File: src/rtl/npc_pkg.sv
// Shared types and constants of the nearest palette color search.
`default_nettype none
package npc_pkg;

	localparam int DEFAULT_PALETTE_DEPTH = 64;

	localparam int COLOR_W = 8;
	localparam int ENTRY_W = 3 * COLOR_W;
	localparam int SLOT_W  = 6;
	localparam int SIZE_W  = 7;
	localparam int DIST_W  = 18;
	localparam int SQ_W    = 2 * COLOR_W;

	localparam int PADDR_W = 3;
	localparam int PDATA_W = 32;

	// Start value of the running minimum, above any real distance.
	localparam logic [DIST_W-1:0] DIST_START = DIST_W'(256 * 256 * 3);
	localparam logic [DIST_W-1:0] DIST_MAX   = DIST_W'(3 * 255 * 255);

	// Word index of the only register.
	localparam logic REG_PALETTE_SIZE = 1'b0;

	typedef enum logic {
		KIND_LOAD  = 1'b0,
		KIND_QUERY = 1'b1
	} kind_t;

endpackage
`default_nettype wire

File: src/rtl/npc_if.sv
// Valid/ready channel interfaces for palette requests and search results.
`default_nettype none
interface npc_req_if;
	import npc_pkg::*;

	logic               valid;
	logic               ready;
	logic               kind;
	logic [SLOT_W-1:0]  entry_index;
	logic [COLOR_W-1:0] red;
	logic [COLOR_W-1:0] green;
	logic [COLOR_W-1:0] blue;

	modport source (output valid, kind, entry_index, red, green, blue, input ready);
	modport sink   (input valid, kind, entry_index, red, green, blue, output ready);
endinterface

interface npc_rsp_if;
	import npc_pkg::*;

	logic              valid;
	logic              ready;
	logic              found;
	logic [SLOT_W-1:0] best_index;
	logic [DIST_W-1:0] best_distance;

	modport source (output valid, found, best_index, best_distance, input ready);
	modport sink   (input valid, found, best_index, best_distance, output ready);
endinterface
`default_nettype wire

File: src/rtl/nearest_palette_color.sv
// Nearest palette color search: palette memory, scan sequencer and one distance unit.
//
//   channel | dir | handshake      | payload
//   --------+-----+----------------+--------------------------------------------
//   req     | in  | valid/ready    | kind, entry_index, red, green, blue
//   rsp     | out | valid/ready    | found, best_index, best_distance
//   apb     | in  | psel/penable   | paddr, pwdata -> palette_size; prdata back
//
// A query scans min(palette_size, PALETTE_DEPTH) palette entries: the scan reads
// one palette entry per cycle from the single read port and feeds one distance
// unit (three squares and a sum) behind a registered read.
// Reset clears the sequencer and palette_size; the palette itself is not cleared.
// A finished result waits in the output register; a scan that ends while that
// register is still held stalls until the transfer happens. req.ready is low
// for the whole scan.
`default_nettype none
module nearest_palette_color #(
	parameter int PALETTE_DEPTH = npc_pkg::DEFAULT_PALETTE_DEPTH
) (
	input  wire                          clk,
	input  wire                          arst_n,
	npc_req_if.sink                      req,
	npc_rsp_if.source                    rsp,
	input  wire                          psel,
	input  wire                          penable,
	input  wire                          pwrite,
	input  wire  [npc_pkg::PADDR_W-1:0]  paddr,
	input  wire  [npc_pkg::PDATA_W-1:0]  pwdata,
	output logic [npc_pkg::PDATA_W-1:0]  prdata,
	output logic                         pready
);
	import npc_pkg::*;

	localparam int AW = (PALETTE_DEPTH > 1) ? $clog2(PALETTE_DEPTH) : 1;
	localparam int CW = $clog2(PALETTE_DEPTH + 1);

	typedef enum logic [1:0] {
		ST_IDLE = 2'b01,
		ST_SCAN = 2'b10
	} state_t;

	function automatic logic [SQ_W-1:0] sq_diff(input logic [COLOR_W-1:0] a,
	                                            input logic [COLOR_W-1:0] b);
		logic [COLOR_W-1:0] d;
		d = (a >= b) ? (a - b) : (b - a);
		return SQ_W'(d) * SQ_W'(d);
	endfunction

	state_t              state_q;
	logic [SIZE_W-1:0]   palette_size_q;

	logic [ENTRY_W-1:0]  palette_mem [PALETTE_DEPTH];

	logic [COLOR_W-1:0]  qr_q, qg_q, qb_q;
	logic [CW-1:0]       rd_cnt_q;
	logic [CW-1:0]       count_q;
	logic [CW-1:0]       count_d;

	logic [ENTRY_W-1:0]  rd_data_s1;
	logic [AW-1:0]       idx_s1;
	logic                v_s1_q;

	logic [SQ_W-1:0]     sq_r_s2, sq_g_s2, sq_b_s2;
	logic [AW-1:0]       idx_s2;
	logic                v_s2_q;

	logic [DIST_W-1:0]   best_d_q;
	logic [AW-1:0]       best_i_q;
	logic                found_q;

	logic                out_valid_q;
	logic                out_found_q;
	logic [SLOT_W-1:0]   out_index_q;
	logic [DIST_W-1:0]   out_dist_q;

	logic                req_xfer;
	logic                is_load;
	logic                is_query;
	logic                issue;
	logic                scan_done;
	logic                out_free;
	logic                cfg_wr;
	logic [DIST_W-1:0]   dist_sum;

	assign req.ready = (state_q == ST_IDLE);
	assign req_xfer  = req.valid && req.ready;
	assign is_load   = req_xfer && (req.kind == KIND_LOAD);
	assign is_query  = req_xfer && (req.kind == KIND_QUERY);

	assign issue     = (state_q == ST_SCAN) && (rd_cnt_q != count_q);
	assign scan_done = (state_q == ST_SCAN) && !issue && !v_s1_q && !v_s2_q;
	assign out_free  = !out_valid_q || rsp.ready;

	assign dist_sum = DIST_W'(sq_r_s2) + DIST_W'(sq_g_s2) + DIST_W'(sq_b_s2);

	// Clamp the search length to the palette depth.
	always_comb begin
		if (int'(palette_size_q) > PALETTE_DEPTH) begin
			count_d = CW'(PALETTE_DEPTH);
		end else begin
			count_d = CW'(palette_size_q);
		end
	end

	// Configuration port
	assign pready = 1'b1;
	assign cfg_wr = psel && penable && pwrite && pready && (paddr[2] == REG_PALETTE_SIZE);
	assign prdata = (paddr[2] == REG_PALETTE_SIZE) ? PDATA_W'(palette_size_q) : '0;

	always_ff @(posedge clk or negedge arst_n) begin
		if (!arst_n) begin
			palette_size_q <= '0;
		end else if (cfg_wr) begin
			palette_size_q <= pwdata[SIZE_W-1:0];
		end
	end

	// Palette memory: written by loads, read by the scan.
	always_ff @(posedge clk) begin
		if (is_load && (int'(req.entry_index) < PALETTE_DEPTH)) begin
			palette_mem[AW'(req.entry_index)] <= {req.red, req.green, req.blue};
		end
	end

	always_ff @(posedge clk) begin
		if (issue) begin
			rd_data_s1 <= palette_mem[rd_cnt_q[AW-1:0]];
			idx_s1     <= rd_cnt_q[AW-1:0];
		end
	end

	// Distance unit, squares stage
	always_ff @(posedge clk) begin
		if (v_s1_q) begin
			sq_r_s2 <= sq_diff(qr_q, rd_data_s1[ENTRY_W-1 -: COLOR_W]);
			sq_g_s2 <= sq_diff(qg_q, rd_data_s1[2*COLOR_W-1 -: COLOR_W]);
			sq_b_s2 <= sq_diff(qb_q, rd_data_s1[COLOR_W-1:0]);
			idx_s2  <= idx_s1;
		end
	end

	// Sequencer and running minimum
	always_ff @(posedge clk or negedge arst_n) begin
		if (!arst_n) begin
			state_q  <= ST_IDLE;
			rd_cnt_q <= '0;
			count_q  <= '0;
			v_s1_q   <= 1'b0;
			v_s2_q   <= 1'b0;
			found_q  <= 1'b0;
		end else begin
			v_s1_q <= issue;
			v_s2_q <= v_s1_q;
			unique case (state_q)
				ST_IDLE: begin
					if (is_query) begin
						rd_cnt_q <= '0;
						count_q  <= count_d;
						found_q  <= 1'b0;
						state_q  <= ST_SCAN;
					end
				end
				ST_SCAN: begin
					if (issue) begin
						rd_cnt_q <= rd_cnt_q + CW'(1);
					end
					if (v_s2_q && (dist_sum <= best_d_q)) begin
						found_q <= 1'b1;
					end
					// Hold the finished search until the output register frees up.
					if (scan_done && out_free) begin
						state_q <= ST_IDLE;
					end
				end
				default: begin
					state_q <= ST_IDLE;
				end
			endcase
		end
	end

	always_ff @(posedge clk) begin
		if (is_query) begin
			qr_q     <= req.red;
			qg_q     <= req.green;
			qb_q     <= req.blue;
			best_d_q <= DIST_START;
			best_i_q <= '0;
		end else if (v_s2_q && (dist_sum <= best_d_q)) begin
			best_d_q <= dist_sum;
			best_i_q <= idx_s2;
		end
	end

	// Output register
	always_ff @(posedge clk or negedge arst_n) begin
		if (!arst_n) begin
			out_valid_q <= 1'b0;
		end else if (scan_done && out_free) begin
			out_valid_q <= 1'b1;
		end else if (rsp.ready) begin
			out_valid_q <= 1'b0;
		end
	end

	always_ff @(posedge clk) begin
		if (scan_done && out_free) begin
			out_found_q <= found_q;
			out_index_q <= found_q ? SLOT_W'(best_i_q) : '0;
			out_dist_q  <= found_q ? best_d_q : '0;
		end
	end

	assign rsp.valid         = out_valid_q;
	assign rsp.found         = out_found_q;
	assign rsp.best_index    = out_index_q;
	assign rsp.best_distance = out_dist_q;

endmodule
`default_nettype wire

File: src/flat_wrapper.sv
// flat-port wrapper written by rule: the top's interface ports become plain ports
module nearest_palette_color_flat import npc_pkg::*;
#(
	parameter int PALETTE_DEPTH = npc_pkg::DEFAULT_PALETTE_DEPTH
)
  (clk, arst_n, psel, penable, pwrite, paddr, pwdata, prdata, pready, req_valid, req_kind, req_entry_index, req_red, req_green, req_blue, req_ready, rsp_valid, rsp_found, rsp_best_index, rsp_best_distance, rsp_ready);
  npc_req_if req_i ();
  npc_rsp_if rsp_i ();
  input  wire clk;
  input  wire arst_n;
  input  wire psel;
  input  wire penable;
  input  wire pwrite;
  input  wire  [npc_pkg::PADDR_W-1:0] paddr;
  input  wire  [npc_pkg::PDATA_W-1:0] pwdata;
  output logic [npc_pkg::PDATA_W-1:0] prdata;
  output logic pready;
  input wire logic [$bits(req_i.valid)-1:0] req_valid;
  input wire logic [$bits(req_i.kind)-1:0] req_kind;
  input wire logic [$bits(req_i.entry_index)-1:0] req_entry_index;
  input wire logic [$bits(req_i.red)-1:0] req_red;
  input wire logic [$bits(req_i.green)-1:0] req_green;
  input wire logic [$bits(req_i.blue)-1:0] req_blue;
  output wire logic [$bits(req_i.ready)-1:0] req_ready;
  output wire logic [$bits(rsp_i.valid)-1:0] rsp_valid;
  output wire logic [$bits(rsp_i.found)-1:0] rsp_found;
  output wire logic [$bits(rsp_i.best_index)-1:0] rsp_best_index;
  output wire logic [$bits(rsp_i.best_distance)-1:0] rsp_best_distance;
  input wire logic [$bits(rsp_i.ready)-1:0] rsp_ready;
  assign req_i.valid = req_valid;
  assign req_i.kind = req_kind;
  assign req_i.entry_index = req_entry_index;
  assign req_i.red = req_red;
  assign req_i.green = req_green;
  assign req_i.blue = req_blue;
  assign req_ready = req_i.ready;
  assign rsp_valid = rsp_i.valid;
  assign rsp_found = rsp_i.found;
  assign rsp_best_index = rsp_i.best_index;
  assign rsp_best_distance = rsp_i.best_distance;
  assign rsp_i.ready = rsp_ready;
  nearest_palette_color #(.PALETTE_DEPTH(PALETTE_DEPTH)) u_core (.clk(clk), .arst_n(arst_n), .req(req_i), .rsp(rsp_i), .psel(psel), .penable(penable), .pwrite(pwrite), .paddr(paddr), .pwdata(pwdata), .prdata(prdata), .pready(pready));
endmodule
File: config.mk
export PLATFORM = sky130hd
export DESIGN_NAME = nearest_palette_color_flat
export DESIGN_NICKNAME = d
export VERILOG_FILES = /design/src/rtl/npc_pkg.sv /design/src/rtl/npc_if.sv /design/src/rtl/nearest_palette_color.sv /design/src/flat_wrapper.sv
export SDC_FILE = /design/constraint.sdc
export NUM_CORES = 2
export LEC_CHECK = 0
export ABC_AREA = 1
export BUFFER_PORTS_ARGS = -buffer_cell sky130_fd_sc_hd__buf_2
export CELL_PAD_IN_SITES_DETAIL_PLACEMENT = 0
export CELL_PAD_IN_SITES_GLOBAL_PLACEMENT = 1
export CORE_UTILIZATION = 47
export DETAILED_ROUTE_END_ITERATION = 10
export GPL_TIMING_DRIVEN = 0
export MAX_ROUTING_LAYER = met4
export PLACE_DENSITY = 0.75
export SLEW_MARGIN = 40
export SYNTH_ARGS = -nofsm -noshare
export SYNTH_HDL_FRONTEND = slang
export SYNTH_SLANG_ARGS = --single-unit
File: constraint.sdc
create_clock -name clk -period 5.1 [get_ports clk]
set_clock_uncertainty 0.1 [all_clocks]
set_input_delay 1.275 -clock clk [delete_from_list [all_inputs] [get_ports clk]]
set_output_delay 1.275 -clock clk [all_outputs]
set_load 0.005 [all_outputs]
* Yosys cells after proc, flatten, opt, wreduce, memory -nomap -nowiden *
Memory sizes are Yosys's and may differ from the RTL's. A register that Yosys moved wholly into a read port is not among the register bits.
Cells that the tools add are included.
W data, S select, Z words.

storage, ports and cells
  register bits after elaboration = 160
  input port bits = 73
  memories kept = 1
  output and inout port bits = 60
  RAM bits = 1,536

operators by class
  equality and inequality tests = 7
  muxes and demuxes = 18
  add/sub/neg operators = 9
  reductions and logical operators = 23
  $mul = 3
  bitwise gates (word level) = 2
  $lt $le $gt $ge = 5

memories
  memory              words  width  read ports  clocked after Yosys merged registers in  wr ports  RTL line                     source
  u_core.palette_mem  64     24     1           1                                        1         nearest_palette_color.sv:52  logic [ENTRY_W-1:0] palette_mem [PALETTE_DEPTH];

operators by type and width
  cell                   number
  $mul A8 B8 Y16         3
  $sub A8 B8 Y8          6
  $mux W7                4
  $ge A8 B8 Y1           3
  $mux W8                3
  $add A18 B16 Y18       1
  $le A18 B18 Y1         1
  $add A16 B16 Y17       1
  $pmux W7 S2            1
  $logic_and A1 B1 Y1    12
  $add A7 B1 Y7 const B  1
  $gt A7 B7 Y1 const B   1
  $ne A7 B7 Y1           1
  $mux W1                6
  $ne A2 B2 Y1 const B   3
  $reduce_and A3 Y1      2
  $logic_not A1 Y1       4
  $mux W2                2
  $pmux W2 S2            1
  $reduce_and A2 Y1      2
  $reduce_bool A2 Y1     2
  $eq A2 B1 Y1 const B   1
  $eq A2 B2 Y1 const B   1
  $ne A2 B1 Y1 const B   1
  other kinds (3)        4

* Logic depth before layout (Yosys ltp) *
  depth in word-level cells = 9
  mapped depth = 32
  mapped depth without buffers = 31

* Worst setup path before layout *
No wires, ideal clock.

  kind = reg2reg
  from = register u_core.qb_q[0]
  to = register u_core.sq_b_s2[13] (data pin)
  stages on the path, launching flop included = 29
  path slack = -0.314 ns
  arrival = 5.055 ns
  data required time = 4.741 ns
  buffers on the path = 0
  cell sequence = edfxtp_1 > inv_1 > ha_1 > inv_1 > fa_1 > nand3_2 > nand3_2 > o21ai_1 > nand2_2 > inv_2 > nand2_1 > nand2_2 > inv_1 > nor2_1 > inv_1 > fa_1 > inv_1 > fa_1 > inv_1 > fa_1 > fa_1 > inv_1 > ha_1 > a21oi_1 > o21ai_0 > a21oi_1 > nor2_1 > nor2_1 > xnor2_1

between the ends
  longest elaborated chain between the ends = 3
  elaborated cells between the ends (all ways) = 5
  those cells by class = add/sub: 2; mul: 1; order compare: 1; mux: 1

ends and longest elaborated chain
  item                                                  RTL line                      source
  from (decl)                                           nearest_palette_color.sv:54   logic [COLOR_W-1:0] qr_q, qg_q, qb_q;
  from (signal assigned)                                nearest_palette_color.sv:186  qb_q <= req.blue;
  $sub A8 B8 Y8 / $ge A8 B8 Y1 (equally long branches)  nearest_palette_color.sv:45   d = (a >= b) ? (a - b) : (b - a);
  $mux W8 (*)                                           nearest_palette_color.sv:45
  $mul A8 B8 Y16 (*)                                    nearest_palette_color.sv:46   return SQ_W'(d) * SQ_W'(d);
  to (signal assigned)                                  nearest_palette_color.sv:137  sq_b_s2 <= sq_diff(qb_q, rd_data_s1[COLOR_W-1:0]);
  to (decl)                                             nearest_palette_color.sv:63   logic [SQ_W-1:0] sq_r_s2, sq_g_s2, sq_b_s2;

Every way passes the cells marked *; elsewhere a longest branch is shown, timed or not.
A chain may end at the register's enable or synchronous reset.

* Worst setup path after layout *
  from = register u_core.qg_q[0]
  to = register u_core.sq_g_s2[15] (data pin)

between the ends
  longest elaborated chain between the ends = 3
  elaborated cells between the ends (all ways) = 5
  those cells by class = add/sub: 2; mul: 1; order compare: 1; mux: 1

ends and longest elaborated chain
  item                                                  RTL line                      source
  from (decl)                                           nearest_palette_color.sv:54
  from (signal assigned)                                nearest_palette_color.sv:185  qg_q <= req.green;
  $sub A8 B8 Y8 / $ge A8 B8 Y1 (equally long branches)  nearest_palette_color.sv:45
  $mux W8 (*)                                           nearest_palette_color.sv:45
  $mul A8 B8 Y16 (*)                                    nearest_palette_color.sv:46
  to (signal assigned)                                  nearest_palette_color.sv:136  sq_g_s2 <= sq_diff(qg_q, rd_data_s1[2*COLOR_W-1 -: COLOR_W]);
  to (decl)                                             nearest_palette_color.sv:63

Marks and branches as above.

==> summary.md <==
| Metric | Value |
|---|---|
| Hpwl dp | `roughly 200000 um` |
| Status | `finished with violations` |
| Clk sink count | `1717` |
| Critical path type | `reg2reg` |
| Critical Path Sink | `u_core.sq_g_s2[15]` |
| Yosys reg bits | `1717` |
| Routed wire per std cell | `29.2 um` |
| R2R depth | `25` |
| Fill cells | `13.5k` |
| Worst EP arrival | `about 5.9 ns` |
| # H-tree levels | `4` |
| Clk buf depth | `3` |
| Critical Path Source Type | `register` |
| Detailed Route WL | `278000 um` |
| Cell variety after synth | `53` |
| All-Layer GR Usage | `34.3%` |
| Post-Synthesis Cell Area | `77100 um2` |
| Worst min path class | `reg2reg` |
| Slew Limit Fails | `0` |
| DP Cell Count | `9065` |
| Pin count of the biggest net entering global routing | `between 60 and 70` |
| Via count of the first global-routing pass | `52.5k` |
| CTS tree | `done` |
| Row Count | `148` |
| DRC violations left | `0` |
| Gate Count Post-Synth | `6631` |
| Crit. Startpoint | `u_core.qg_q[0]` |
| Tmin final | `5.44 ns` |
| Pre-Repair DR Iteration Count | `8` |
| Worst-Margin Slew | `between 0.9 and 1 ns` |
| Hold_buf cts | `0` |
| Die area | `about 170000 um2` |
| Share of async-settable or async-resettable flops after synthesis | `1.57%` |
| Failing checks | `negative setup slack` |
| IO buf count | `slightly below 80` |
| Hold Vio Cnt, Final | `0` |
| IO Count | `between 100 and 150` |
| Worst r2r dst | `u_core.sq_g_s2[15]` |
| Worst Path Required | `~5.6 ns` |
| Initial core utilization | `47.3%` |
| Synthesized area per cell | `11.6 um2` |
| First-pass GRT wire length | `384000 um` |
| Relative slew slack | `between 30% and 40%` |
| Iteration-0 DRC Markers | `8178` |
| Crit-path max FO | `5` |
| Die Span X | `a little over 400 um` |
| Final setup violation count | `23` |
| Share of cells above drive strength 1 | `between 15 and 20%` |
| GPL Wtd Cong | `1.00` |
| Reg2Reg Setup Slack | `-0.34 ns` |
| Clock transition at path regs | `0.06 ns` |
| Worst-skew pair later-pin latency | `roughly 0.86 ns` |
| Root buffer cell | `clkbuf_16` |
| Worst flop-to-flop path startpoint | `u_core.qg_q[0]` |
| Worst setup margin | `-0.335 ns` |
| Yosys warnings | `0` |
| Routed vias/inst | `5.92` |
| Final Instance Count excl. Fillers | `between 9k and 10k` |
| Area Growth Syn to Fin | `20.1%` |
| Prevailing post-synth register cell | `edfxtp_1` |
| Total gr overflow | `0` |
| Peak Freq | `0.184 GHz` |
| Initial antenna violation count | `15` |
| CTS Buf Count | `around 180` |
| EDFF count, synth | `1666` |
| MaxCap Viol Count | `0` |
| Final Core Density | `56.8%` |
| Register area share after synthesis | `66.4%` |
| RSZ-0062 raised after global routing | `yes` |
| Nets@finish | `7538` |
| Crit share post-route | `107%` |
| Die Y-Extent | `about 410 um` |
| Core Footprint | `163000 um2` |
| Via count | `56.3k` |
| Nature of the critical path endpoint | `register` |
| ANT nets after route | `0` |
-- critical path: stages, from the launching register on --
cell and delay (ns):
edfxtp_1 0.41, inv_2 0.10, ha_4 0.15, inv_2 0.04, fa_2 0.36, nand3_2 0.09
nand2_2 0.08, o21ai_2 0.13, nand2_2 0.12, buf_6 0.17, o21ai_4 0.18, inv_4 0.07
nor2_4 0.13, fa_1 0.43, fa_1 0.51, inv_1 0.05, fa_2 0.53, fa_1 0.43
inv_2 0.08, ha_4 0.19, a21o_1 0.21, a21oi_2 0.18, o21ai_1 0.09, a21oi_2 0.13
o21bai_1 0.12, nand2_1 0.08
-- layer usage --
layer	vias to the layer above	global-route usage, %	share of wire, %
li1	24500	-	-
met1	27700	45.1	38
met2	3487	50.0	44
met3	698	6.67	11
met4	0	19.5	6.6
met5	-	-	0
-- worst min-delay path by stage --
| stage | cells past startpoint | start | endpoint |
|---|---|---|---|
| 6_report | 0 | u_core.idx_s1[0] | u_core.idx_s2[0] |
| 2_1_floorplan | 0 | u_core.idx_s1[0] | u_core.idx_s2[0] |
| 3_5_place_dp | 0 | u_core.idx_s1[0] | u_core.idx_s2[0] |
| 3_3_place_gp | 0 | u_core.idx_s1[2] | u_core.idx_s2[2] |
| 4_1_cts | 0 | u_core.idx_s1[0] | u_core.idx_s2[0] |
| 5_1_grt | 0 | u_core.idx_s1[0] | u_core.idx_s2[0] |
-- state kept, by name, indices dropped and copies added, names as in the netlist, 15 cells and up --
name	count
u_core.sq_g_s2	15
u_core.best_d_q	18
u_core.rsp.best_distance	18
u_core.rd_data_s1	24
u_core.palette_mem	1536
u_core.sq_r_s2	15
u_core.sq_b_s2	15
-- Yosys cell counts, drive strengths merged, types with 2 or more instances --
library cell,number,area share [%]
a22oi,26,0.25
xnor2,39,0.44
nand2,743,3.7
nand3b,7,0.068
inv,439,2.1
o21a,4,0.039
ha,190,3.1
or2,4,0.032
mux2i,18,0.23
clkbuf,151,0.74
buf,223,2.1
edfxtp,1666,65
nor3,5,0.032
o21bai,11,0.11
nor2,1264,6.2
o2111ai,2,0.023
conb,2,0.0097
fa,82,2.1
a31oi,11,0.089
a21o,18,0.18
o31ai,5,0.049
xor2,45,0.51
a21oi,175,1.1
a21boi,2,0.019
dfxtp,24,0.62
o211ai,192,1.9
nand4,21,0.17
o22ai,129,1.0
dfrtp,26,0.84
o21ai,831,5.4
clkinv,2,0.0097
nand3,269,1.8
-- timing repair --
action / in CTS / in global routing
setup endpoints to repair: 52 / 54
endpoints found under the hold margin: 0 / 0
gates resized for setup: 190 / 177
pin swaps: 80 / 95
setup buffers: 82 / 37
cloned: 3 / 0
-- metrics by stage --
step	hold slack, ns	setup WS, ns	cell area (um2)	setup TNS [ns]
5_1_grt	0.330	-0.559	92500	-10.11
3_3_place_gp	0.304	-1.31	80500	-1229.37
4_1_cts	0.319	-0.353	91400	-4.22
2_1_floorplan	0.300	-0.0395	77400	-0.0947
3_5_place_dp	0.305	-0.788	84500	-12.85
6_report	0.317	-0.335	92500	-5.08
-- cells by family after synthesis --
family | share of synthesized area [%]
and+or+nand+nor | 11.9
adders and majority gates | 5.22
AOI/OAI and AO/OA | 10.3
other | 0.00975
buffers and inverters | 4.97
xor gates and xnor gates | 0.955
muxes | 0.234
DFF | 66.4
-- layout by cell type (no fill, tap or decap), types with 132 or more instances in the layout --
cell type / instances
clkbuf_1: 183
clkbuf_16: 179
buf_2: 132
a21oi_1: 147
o21ai_0: 721
buf_4: 176
inv_1: 386
ha_1: 162
edfxtp_1: 1666
nand3_1: 252
o211ai_1: 187
nand2_1: 666
nor2_1: 1163
-- area by class of cell --
type	count	area, um2	share of cell area, %
inverters	441	1700	1.84
clock buffers	226	4680	5.05
well taps	2175	2720	2.94
repair buffers	357	4930	5.33
plain buffers	374	2210	2.39
multi-input cells	4125	24100	26.1
clock inverters	94	926	1.00
flip-flops and latches	1717	51200	55.3
diodes	12	30.0	0.0325
Power is left out: the tool's default activity adds up to more than one toggle a clock period on the data nets, which glitch-free logic cannot reach.
